**config.mk**
```make
export PLATFORM = sky130hd
export DESIGN_NAME = multi_queue_ring_fifo_core
export DESIGN_NICKNAME = d
export VERILOG_FILES = /design/src/mqr_pkg.sv /design/src/mqr_ctrl.sv /design/src/mqr_datapath.sv /design/src/multi_queue_ring_fifo_core.sv
export SDC_FILE = /design/constraint.sdc
export NUM_CORES = 1
export LEC_CHECK = 0
export BUFFER_PORTS_ARGS = -buffer_cell sky130_fd_sc_hd__buf_2
export CORE_MARGIN = 2
export CORE_UTILIZATION = 56
export DETAILED_ROUTE_END_ITERATION = 7
export HOLD_SLACK_MARGIN = 0.02
export PLACE_DENSITY = 0.72
export SLEW_MARGIN = 0
export SYNTH_ARGS = -nofsm -noshare
export SYNTH_HDL_FRONTEND = slang
export SYNTH_SLANG_ARGS = --single-unit
```
**constraint.sdc**
```tcl
create_clock -name clk -period 12.45 [get_ports clk]
set_input_delay 1.245 -clock clk [delete_from_list [all_inputs] [get_ports clk]]
set_output_delay 1.245 -clock clk [all_outputs]
set_load 0.005 [all_outputs]
```
**src/mqr_pkg.sv**
```systemverilog
// Package for the multi-queue ring FIFO core.
// Holds the default sizes, action and status codes, payload structs and the
// controller state type shared by all modules of the block.
package mqr_pkg;

	localparam int MQR_QUEUE_DEPTH = 32;
	localparam int MQR_QUEUE_COUNT = 4;

	localparam logic [1:0] ACT_PUSH  = 2'd0;
	localparam logic [1:0] ACT_POP   = 2'd1;
	localparam logic [1:0] ACT_QUERY = 2'd2;

	localparam logic [1:0] STS_OK    = 2'd0;
	localparam logic [1:0] STS_FULL  = 2'd1;
	localparam logic [1:0] STS_EMPTY = 2'd2;

	typedef struct packed {
		logic [1:0] action;
		logic [1:0] queue_select;
		logic [7:0] packet_handle;
	} mqr_item_t;

	typedef struct packed {
		logic [1:0] status;
		logic       handle_valid;
		logic [7:0] out_handle;
		logic [4:0] count;
	} mqr_result_t;

	typedef struct packed {
		logic load;
		logic exec;
	} mqr_cmd_t;

	typedef enum logic [1:0] {
		ST_IDLE,
		ST_EXEC,
		ST_RESP
	} mqr_state_t;

endpackage

```
**src/mqr_ctrl.sv**
```systemverilog
// Controller state machine of the multi-queue ring FIFO core.
// Depends on mqr_pkg for the state type and the command struct.
module mqr_ctrl
	import mqr_pkg::*;
(
	input  logic     clk,
	input  logic     arst_n,
	input  logic     start,
	output logic     busy,
	output logic     done,
	output mqr_cmd_t cmd
);

	mqr_state_t state_q;
	mqr_state_t state_nx;

	always_ff @(posedge clk or negedge arst_n) begin
		if (!arst_n) begin
			state_q <= ST_IDLE;
		end else begin
			state_q <= state_nx;
		end
	end

	always_comb begin
		state_nx = state_q;
		busy     = 1'b1;
		done     = 1'b0;
		cmd.load = 1'b0;
		cmd.exec = 1'b0;
		case (state_q)
			ST_IDLE: begin
				busy = 1'b0;
				if (start) begin
					cmd.load = 1'b1;
					state_nx = ST_EXEC;
				end
			end
			ST_EXEC: begin
				cmd.exec = 1'b1;
				state_nx = ST_RESP;
			end
			ST_RESP: begin
				done     = 1'b1;
				state_nx = ST_IDLE;
			end
			default: begin
				state_nx = ST_IDLE;
			end
		endcase
	end

endmodule

```
**src/mqr_datapath.sv**
```systemverilog
// Datapath of the multi-queue ring FIFO core: slot memory, queue pointers
// and result registers. Depends on mqr_pkg for codes and payload structs.
module mqr_datapath
	import mqr_pkg::*;
#(
	parameter int QUEUE_DEPTH = MQR_QUEUE_DEPTH,
	parameter int QUEUE_COUNT = MQR_QUEUE_COUNT
) (
	input  logic        clk,
	input  logic        arst_n,
	input  mqr_cmd_t    cmd,
	input  mqr_item_t   item,
	output mqr_result_t result
);

	localparam int PW = $clog2(QUEUE_DEPTH);
	localparam int QW = (QUEUE_COUNT > 1) ? $clog2(QUEUE_COUNT) : 1;

	logic [7:0]    mem [QUEUE_COUNT][QUEUE_DEPTH];
	logic [PW-1:0] wp_q [QUEUE_COUNT];
	logic [PW-1:0] rp_q [QUEUE_COUNT];

	logic [1:0]    action_q;
	logic [1:0]    qsel_q;
	logic [7:0]    handle_q;

	logic [1:0]    status_q;
	logic          valid_q;
	logic [4:0]    count_q;
	logic          byp_q;
	logic [7:0]    rd_q;

	logic [QW-1:0] q;
	logic [PW-1:0] wp;
	logic [PW-1:0] rp;
	logic [PW-1:0] wp_nx;
	logic [PW-1:0] rp_nx;
	logic [PW-1:0] wp_new;
	logic [PW-1:0] rp_new;
	logic          full;
	logic          empty;
	logic          do_push;
	logic          do_pop;
	logic [1:0]    status;
	logic          valid;
	logic [PW:0]   diff;
	logic [PW+5:0] diff_ext;

	always_comb begin
		q       = (int'(qsel_q) < QUEUE_COUNT) ? qsel_q[QW-1:0] : '0;
		wp      = wp_q[q];
		rp      = rp_q[q];
		wp_nx   = (wp == PW'(QUEUE_DEPTH - 1)) ? '0 : wp + 1'b1;
		rp_nx   = (rp == PW'(QUEUE_DEPTH - 1)) ? '0 : rp + 1'b1;
		full    = (wp_nx == rp);
		empty   = (wp == rp);
		do_push = (action_q == ACT_PUSH) && !full;
		do_pop  = (action_q == ACT_POP) && !empty;
		wp_new  = do_push ? wp_nx : wp;
		rp_new  = do_pop ? rp_nx : rp;
		if ((action_q == ACT_PUSH) && full) begin
			status = STS_FULL;
		end else if ((action_q == ACT_POP) && empty) begin
			status = STS_EMPTY;
		end else begin
			status = STS_OK;
		end
		valid = do_pop || (wp_new != rp_new);
		if (wp_new >= rp_new) begin
			diff = {1'b0, wp_new} - {1'b0, rp_new};
		end else begin
			diff = {1'b0, wp_new} + (PW+1)'(QUEUE_DEPTH) - {1'b0, rp_new};
		end
		diff_ext = (PW+6)'(diff);
	end

	always_ff @(posedge clk or negedge arst_n) begin
		if (!arst_n) begin
			for (int i = 0; i < QUEUE_COUNT; i++) begin
				wp_q[i] <= '0;
				rp_q[i] <= '0;
			end
		end else if (cmd.exec) begin
			wp_q[q] <= wp_new;
			rp_q[q] <= rp_new;
		end
	end

	always_ff @(posedge clk) begin
		if (cmd.exec && do_push) begin
			mem[q][wp] <= handle_q;
		end
		if (cmd.exec) begin
			rd_q <= mem[q][rp];
		end
	end

	always_ff @(posedge clk) begin
		if (cmd.load) begin
			action_q <= item.action;
			qsel_q   <= item.queue_select;
			handle_q <= item.packet_handle;
		end
		if (cmd.exec) begin
			status_q <= status;
			valid_q  <= valid;
			count_q  <= diff_ext[4:0];
			byp_q    <= do_push && empty;
		end
	end

	// A push into an empty queue makes the new handle the oldest one.
	always_comb begin
		result.status       = status_q;
		result.handle_valid = valid_q;
		result.count        = count_q;
		if (!valid_q) begin
			result.out_handle = '0;
		end else if (byp_q) begin
			result.out_handle = handle_q;
		end else begin
			result.out_handle = rd_q;
		end
	end

endmodule

```
**src/multi_queue_ring_fifo_core.sv**
```systemverilog
// Top level of the multi-queue ring FIFO core.
// Depends on mqr_pkg, mqr_ctrl and mqr_datapath.
//
//   channel   handshake           payload
//   command   start, busy         item   (mqr_item_t)
//   result    done                result (mqr_result_t)
//
// A command is taken when start is high and busy is low. Each transfer runs
// through capture, then the pointer update, slot write and slot read on the
// memory's write and read ports, and then the result on the ports. The result
// is valid while done is high, for exactly one cycle, and the receiver cannot
// stall it. Reset clears all queue pointers, so every queue starts empty; no
// memory clearing pass is needed.
module multi_queue_ring_fifo_core
	import mqr_pkg::*;
#(
	parameter int QUEUE_DEPTH = MQR_QUEUE_DEPTH,
	parameter int QUEUE_COUNT = MQR_QUEUE_COUNT
) (
	input  logic        clk,
	input  logic        arst_n,
	input  logic        start,
	output logic        busy,
	input  mqr_item_t   item,
	output logic        done,
	output mqr_result_t result
);

	mqr_cmd_t cmd;

	mqr_ctrl u_ctrl (
		.clk    (clk),
		.arst_n (arst_n),
		.start  (start),
		.busy   (busy),
		.done   (done),
		.cmd    (cmd)
	);

	mqr_datapath #(
		.QUEUE_DEPTH (QUEUE_DEPTH),
		.QUEUE_COUNT (QUEUE_COUNT)
	) u_datapath (
		.clk    (clk),
		.arst_n (arst_n),
		.cmd    (cmd),
		.item   (item),
		.result (result)
	);

endmodule
```
==> results.yml, run 1 <==
floorplan:
  die_x_um: 287
  dieArea_mm2: 0.0821
  initial_core_util: 0.566
  io_pins: 33
  die-height_um: 287
  std_cell_rows: 103
  core_mm2: 0.0790
synth:
  synth.distinct_cells: 67
  synth_edf_count: 1053
  ys_warn_count: 0
  ys_ff_latch: 1097
  synth_area_mm2: 0.0447
  synth_top_area_share: 0.707
  async_flop_share: 0.0383
  syn-instance-count: 2890
  syn_area_per_cell_um2: 15.5
  synthTopCellsByArea: "edfxtp_1 71%, mux4_2 5.9%, nand2_1 3.1%"
  syn_nets: 2917
  yosys.area.top_type: "edfxtp_1"
  ys_seq_area_frac: 0.732
  ys.flop_type: "edfxtp_1"
power_and_ir_drop:
  p_per_area_mw_per_mm2: 209
  ir_worst_vdd_v: 0.000163
  leakagePower_nw: 15.5
cts:
  clk_pin_slew_worst_paths_ns: 0.06
  clock-root-buffer: "clkbuf_16"
  post-cts-setup-buffer-count: 0
  clock_latency_ns: 0.68
  htreeDepth: 3
  clkSinkCount: 1097
  clockBufferDepth: 3
  cts_tree: "yes"
  cts_hold_buf: 0
  numCtsBuffers: 106
  cts.repair.resized: 0
timing:
  rsz0062_at_grt: "false"
  tightestPinTransition_ns: 1.38
  setup_viol: 0
  fin_setup_tns_ns: 0
  max_freq_mhz: 161
  period_minus_slack_ns: 6.21
  slew_violations: 0
  finalHoldViolCount: 0
  min_period_over_period: 0.499
  slew_headroom: 0.0581
  fin_skew_ns: 0.0225
routing:
  drc: 0
  dr.pass1.iters: 6
  ant_nets: 0
  totalWireLength_um: 112000
  via_per_inst: 6.53
  drtIter0Drc: 3456
  routedWlPerCell_um: 27.8
  vias: 26300
setup_path:
  critPathKind: "register to register"
  cpMostUsedCell: "buf_4"
  slowest_stage: "a2111oi_0"
  cp_top_family: "buffers and inverters"
  rr_worst_depth: 11
  crit_path_start_kind: "register"
  path_buf_inv: 4
  worst_setup_path_end_kind: "register"
  worst_ep_arrival_time_ns: 6.75
  cp_num_cells: 11
  r2r_setup_slack_ns: 6.24
  crit_path_cell_trace: "buf_4 -> mux2_4 -> inv_8 -> buf_4 -> buf_4 -> mux2i_1 -> o21ai_0 -> o32ai_1 -> a2111oi_0 -> o221a_2 -> a31o_2"
  cp.required_ns: 12.99
  slowest_delay_ns: 1.19
  cp_max_fo: 118
final_layout:
  post-route-util: 0.621
  final_cell_mix: "1053 x edfxtp_1, 369 x nand2_1, 187 x nor2_1"
  fillers: 5441
  drive_gt1_frac: 0.137
  areaGrowthSynthToFinish_pct: 9.81
  final_common_cell: "edfxtp_1"
  fin_nets: 2905
worst_hold_path:
  min_path_type: "register to register"
  whs_path_depth: 1
grt:
  grt_first_pass_wirelength_um: 166000
  antenna_found_initial: 1
  grt_max_degree: 119
  grt_pass1_vias: 25900
  grt.total_usage: 0.273
  overflow: 0
place:
  portBuffers: 32
  dp_hpwl_um: 64900
  gp_congestion: 0.903
flow_run:
  maxCapViolCount: 0
outcome:
  status: "finished, final reports clean"
-- where the power goes --
part	switching, mW	internal [mW]	leakage, nW
Clock	1.38	1.87	1.73
Combinational	1.86	0.886	3.85
Sequential	0.0736	4.19	9.96
-- logic make-up after synthesis --
| kind of cell | after synthesis | share of synthesized area |
|---|---|---|
| AOI/OAI and AO/OA | 388 | 0.0579 |
| xor gates and xnor gates | 19 | 0.00406 |
| adders and majority gates | 12 | 0.00353 |
| buffers and inverters | 211 | 0.0230 |
| DFF | 1097 | 0.732 |
| muxes | 208 | 0.0810 |
| and+or+nand+nor | 955 | 0.0986 |
-- per-stage QoR --
stage | worst slack, ns | std cells | cell area, um2 | power [mW] | hold WS, ns
floorplan | 8.00 | 2890 | 44700 | 6.20 | 0.431
global placement | 6.31 | 3820 | 45600 | 6.95 | 0.458
detailed placement | 6.39 | 3820 | 45600 | 7.02 | 0.481
CTS | 6.34 | 4019 | 49100 | 10.2 | 0.490
global route | 5.85 | 4019 | 49100 | 10.6 | 0.523
finish | 6.24 | 4020 | 49100 | 10.3 | 0.488
-- worst paths after layout --
kind,from,endpoint
hold reg to reg,u_ctrl.state_q[1],u_ctrl.state_q[1]
hold / removal,u_ctrl.state_q[1],u_ctrl.state_q[1]
setup reg to reg,u_datapath.q[0],u_datapath.rd_q[6]
min in group asynchronous,arst_n,u_datapath.rp_q[9]
setup / recovery,u_datapath.q[0],u_datapath.rd_q[6]
max in group asynchronous,arst_n,u_datapath.wp_q[18]
-- sequential cells by signal, indices dropped and copies added (netlist names), named ones only --
register,flops
u_datapath.mem,1024
u_datapath.rp_q,20
u_datapath.wp_q,20
u_datapath.handle_q,8
u_datapath.rd_q,8
u_datapath.count_q,5
u_ctrl.state_q,2
u_datapath.action_q,2
u_datapath.q,2
u_datapath.status_q,2
u_datapath.byp_q,1
u_datapath.valid_q,1
-- layer usage --
metal	share of wire	vias to the layer above	routed length, um	track usage
met5	0.00012	-	13	0
met4	0.042	2	4650	0.122
met3	0.11	259	11900	0.0580
met2	0.47	1618	52900	0.426
met1	0.38	13200	42400	0.374
li1	-	11200	-	-
-- final cells by class --
cell class | instances | area [um2] | area share
diodes | 1 | 2.50 | 0.0000510
clock buffers | 126 | 2750 | 0.0560
clock inverters | 73 | 749 | 0.0153
inverters | 13 | 56.3 | 0.00115
multi-input cells | 1582 | 11000 | 0.224
flip-flops and latches | 1097 | 32700 | 0.667
well taps | 1050 | 1310 | 0.0268
repair buffers | 78 | 505 | 0.0103
-- worst reg2reg max path, delay by kind of cell, from the launching register on --
family                 cells  cell delay [ns]
DFF                        1             0.33
AOI/OAI and AO/OA          5             2.07
muxes                      2             0.87
buffers and inverters      4             2.82
-- synth_stat cells, types with 3 or more instances --
library cell  count
ha_1             11
xnor2_1          15
edfxtp_1       1053
mux4_2          117
nor4_1           40
or2_2             9
a211oi_1         38
inv_1            11
nor2_1          188
o32ai_1          25
a31o_2            8
nand2b_1          3
buf_4            18
o21ai_1           4
nor3b_1           3
buf_1             6
nor3_1           35
o21ai_0         116
a21oi_1          38
a311oi_1          7
a211o_1          23
nand2_1         369
dfrtp_1          42
nand3b_1         28
nand4_1          32
buf_2            62
and2_1            6
nand3_4           4
mux2_2            6
clkbuf_1        100
o41ai_1          14
mux2i_1          79
buf_6            12
a31oi_1          54
nor2b_1          48
o211ai_1         27
o31ai_1          16
nand3_1         180
o21ai_2           3
and3_1            3
(Power assumes the default switching activity.)
==> run 2: changes to the inputs <==
clock period = 6 ns   (was 12.45 ns; I/O delays follow)
==> run 2 against run 1 <==
Against the previous run: count of clock-buffer cells in the layout is 3 lower; via count is 0.76% higher; clock power is 97% higher; critical path depth is 6 higher; setup slack worse by 5.4 ns; wire length is 2.5% higher; largest cell class unchanged; sequential power is 110% higher; combinational power is 110% higher; critical endpoint is now u_datapath.count_q[4]; fmax is 21% higher.
==> results.yml, run 2 (same netlist as run 1, synthesis figures left out) <==
routing:
  drc: 0
  routedWlPerCell_um: 28.6
  dr.pass1.iters: 6
  via_per_inst: 6.60
  vias: 26500
  ant_nets: 0
  totalWireLength_um: 115000
  drtIter0Drc: 3662
final_layout:
  post-route-util: 0.620
  fin_nets: 2899
  finalNonFillerCells: 4010
  final_common_cell: "edfxtp_1"
  regMostFlops: "u_datapath.mem"
  antenna_cells: 0
  drive_gt1_frac: 0.133
  fin_area_mm2: 0.0490
  areaGrowthSynthToFinish_pct: 9.56
  final_cell_mix: "1053 x edfxtp_1, 369 x nand2_1, 188 x nor2_1"
  largest_reg_flops: 1024
  reg.largest.list: "u_datapath.mem: 1024 flops, u_datapath.rp_q: 20 flops, u_datapath.wp_q: 20 flops"
grt:
  grt_first_pass_wirelength_um: 168000
  grt_pass1_vias: 25400
  grt.total_usage: 0.281
  overflow: 0
  antenna_found_initial: 2
  grt_max_degree: 174
place:
  place_area_mm2: 0.0457
  placed_cells: 3817
  dp_slack_ns: 0.942
  dp_hpwl_um: 67800
  gp_congestion: 0.927
  portBuffers: 32
setup_path:
  critPathKind: "register to register"
  cp_max_fo: 18
  cp-startpoint: "u_datapath.q[0]"
  r2r_setup_slack_ns: 0.87
  cpMostUsedCell: "ha_1"
  slowest_delay_ns: 0.66
  rr_worst_depth: 17
  crit_path_cell_trace: "buf_4 -> mux4_2 -> ha_1 -> and3_1 -> ha_1 -> nor2b_1 -> mux2i_4 -> xnor2_2 -> a21oi_4 -> mux2i_1 -> ha_1 -> inv_1 -> fa_1 -> a21o_1 -> a21oi_1 -> xnor2_1 -> xnor2_1"
  cp.required_ns: 6.40
  slowest_stage: "mux4_2"
  worst_ep_arrival_time_ns: 5.52
  worst_setup_path_end_kind: "register"
  r2r_end: "u_datapath.count_q[4]"
  crit_path_start_kind: "register"
  cp-endpoint: "u_datapath.count_q[4]"
  r2r-start: "u_datapath.q[0]"
floorplan:
  dieArea_mm2: 0.0821
  core_mm2: 0.0790
  std_cell_rows: 103
  initial_core_util: 0.566
  die_x_um: 287
  io_pins: 33
  die-height_um: 287
cts:
  cts_hold_buf: 0
  clock_latency_ns: 0.68
  htreeDepth: 3
  numCtsBuffers: 103
  cts.repair.resized: 0
  cts_tree: "yes"
  post-cts-setup-buffer-count: 0
  clkSinkCount: 1097
  clk_pin_slew_worst_paths_ns: 0.07
  clockBufferDepth: 3
  clock-root-buffer: "clkbuf_16"
timing:
  finalHoldViolCount: 0
  min_period_over_period: 0.854
  slew_violations: 0
  setup_viol: 0
  rsz0062_at_grt: "false"
  worst_slack_ns: 0.874
  period_minus_slack_ns: 5.13
  slew_headroom: 0.115
  max_freq_mhz: 195
  fin_setup_tns_ns: 0
  fin_skew_ns: 0.0256
  tightestPinTransition_ns: 1.33
worst_hold_path:
  min_path_type: "input port to asynchronous set/reset pin"
power_and_ir_drop:
  p_per_area_mw_per_mm2: 426
  leakagePower_nw: 15.5
  ir_worst_vdd_v: 0.000468
flow_run:
  maxCapViolCount: 0
outcome:
  status: "finished, final reports clean"
-- run 2: changes by cell type in the layout (fill, tap and decap cells not counted), moves of 3 or more --
cell and delta:
buf_12 +8, clkinv_4 +3, clkinv_1 +4, clkinv_2 -7, clkinvlp_4 +3, buf_4 -11, bufinv_16 -5
-- run 2: area by class of cell --
type	count	area [um2]
sequential	1097	32700
fill	5485	30000
multi-input combinational	1582	11000
clock buffer	123	2720
tap	1050	1310
clock inverter	70	596
timing repair buffer	75	583
inverter	13	56.3
-- run 2: worst max-delay path, delay by kind of cell, from the launching register on --
kind / cells / cell delay (ns)
XOR/XNOR: 3 / 0.45
flip-flops: 1 / 0.43
AND/OR/NAND/NOR: 2 / 0.42
multiplexers: 3 / 1.26
adder cells (fa/ha/maj): 4 / 1.18
buffers and inverters: 2 / 0.36
AO/OA/AOI/OAI: 3 / 0.77
-- run 2: where the power goes --
part	internal, mW	switching, mW	total [mW]
Combinational	1.86	3.76	5.62
Clock	3.62	2.77	6.39
Sequential	8.70	0.170	8.87
Total	14.2	6.70	20.9
-- run 2: how the worst min path moves through the flow --
| stage | startpoint | end | slack [ns] | cells after the start |
|---|---|---|---|---|
| floorplan | arst_n | u_ctrl.state_q[0] | 0.30 | 0 |
| detailed placement | u_datapath.wp_q[3] | u_datapath.wp_q[3] | 0.48 | 2 |
| global placement | u_datapath.wp_q[1] | u_datapath.wp_q[1] | 0.46 | 2 |
| finish | arst_n | u_ctrl.state_q[0] | 0.08 | 1 |
| CTS | item[11] | u_datapath.action_q[1] | 0.08 | 1 |
| global route | item[10] | u_datapath.action_q[0] | 0.1 | 1 |
-- run 2: per-layer routing --
metal	track usage	vias to the layer above	part of all wire
met1	0.390	13200	0.38
li1	-	11200	-
met2	0.445	1739	0.47
met3	0.0485	291	0.10
met4	0.118	4	0.041
met5	0	-	0.00017
-- run 2: metrics by stage --
step / hold slack (ns) / power, mW
floorplan: 0.304 / 12.9
global route: 0.0965 / 21.6
global placement: 0.458 / 14.4
finish: 0.0803 / 20.9
detailed placement: 0.481 / 14.5
CTS: 0.0816 / 20.8
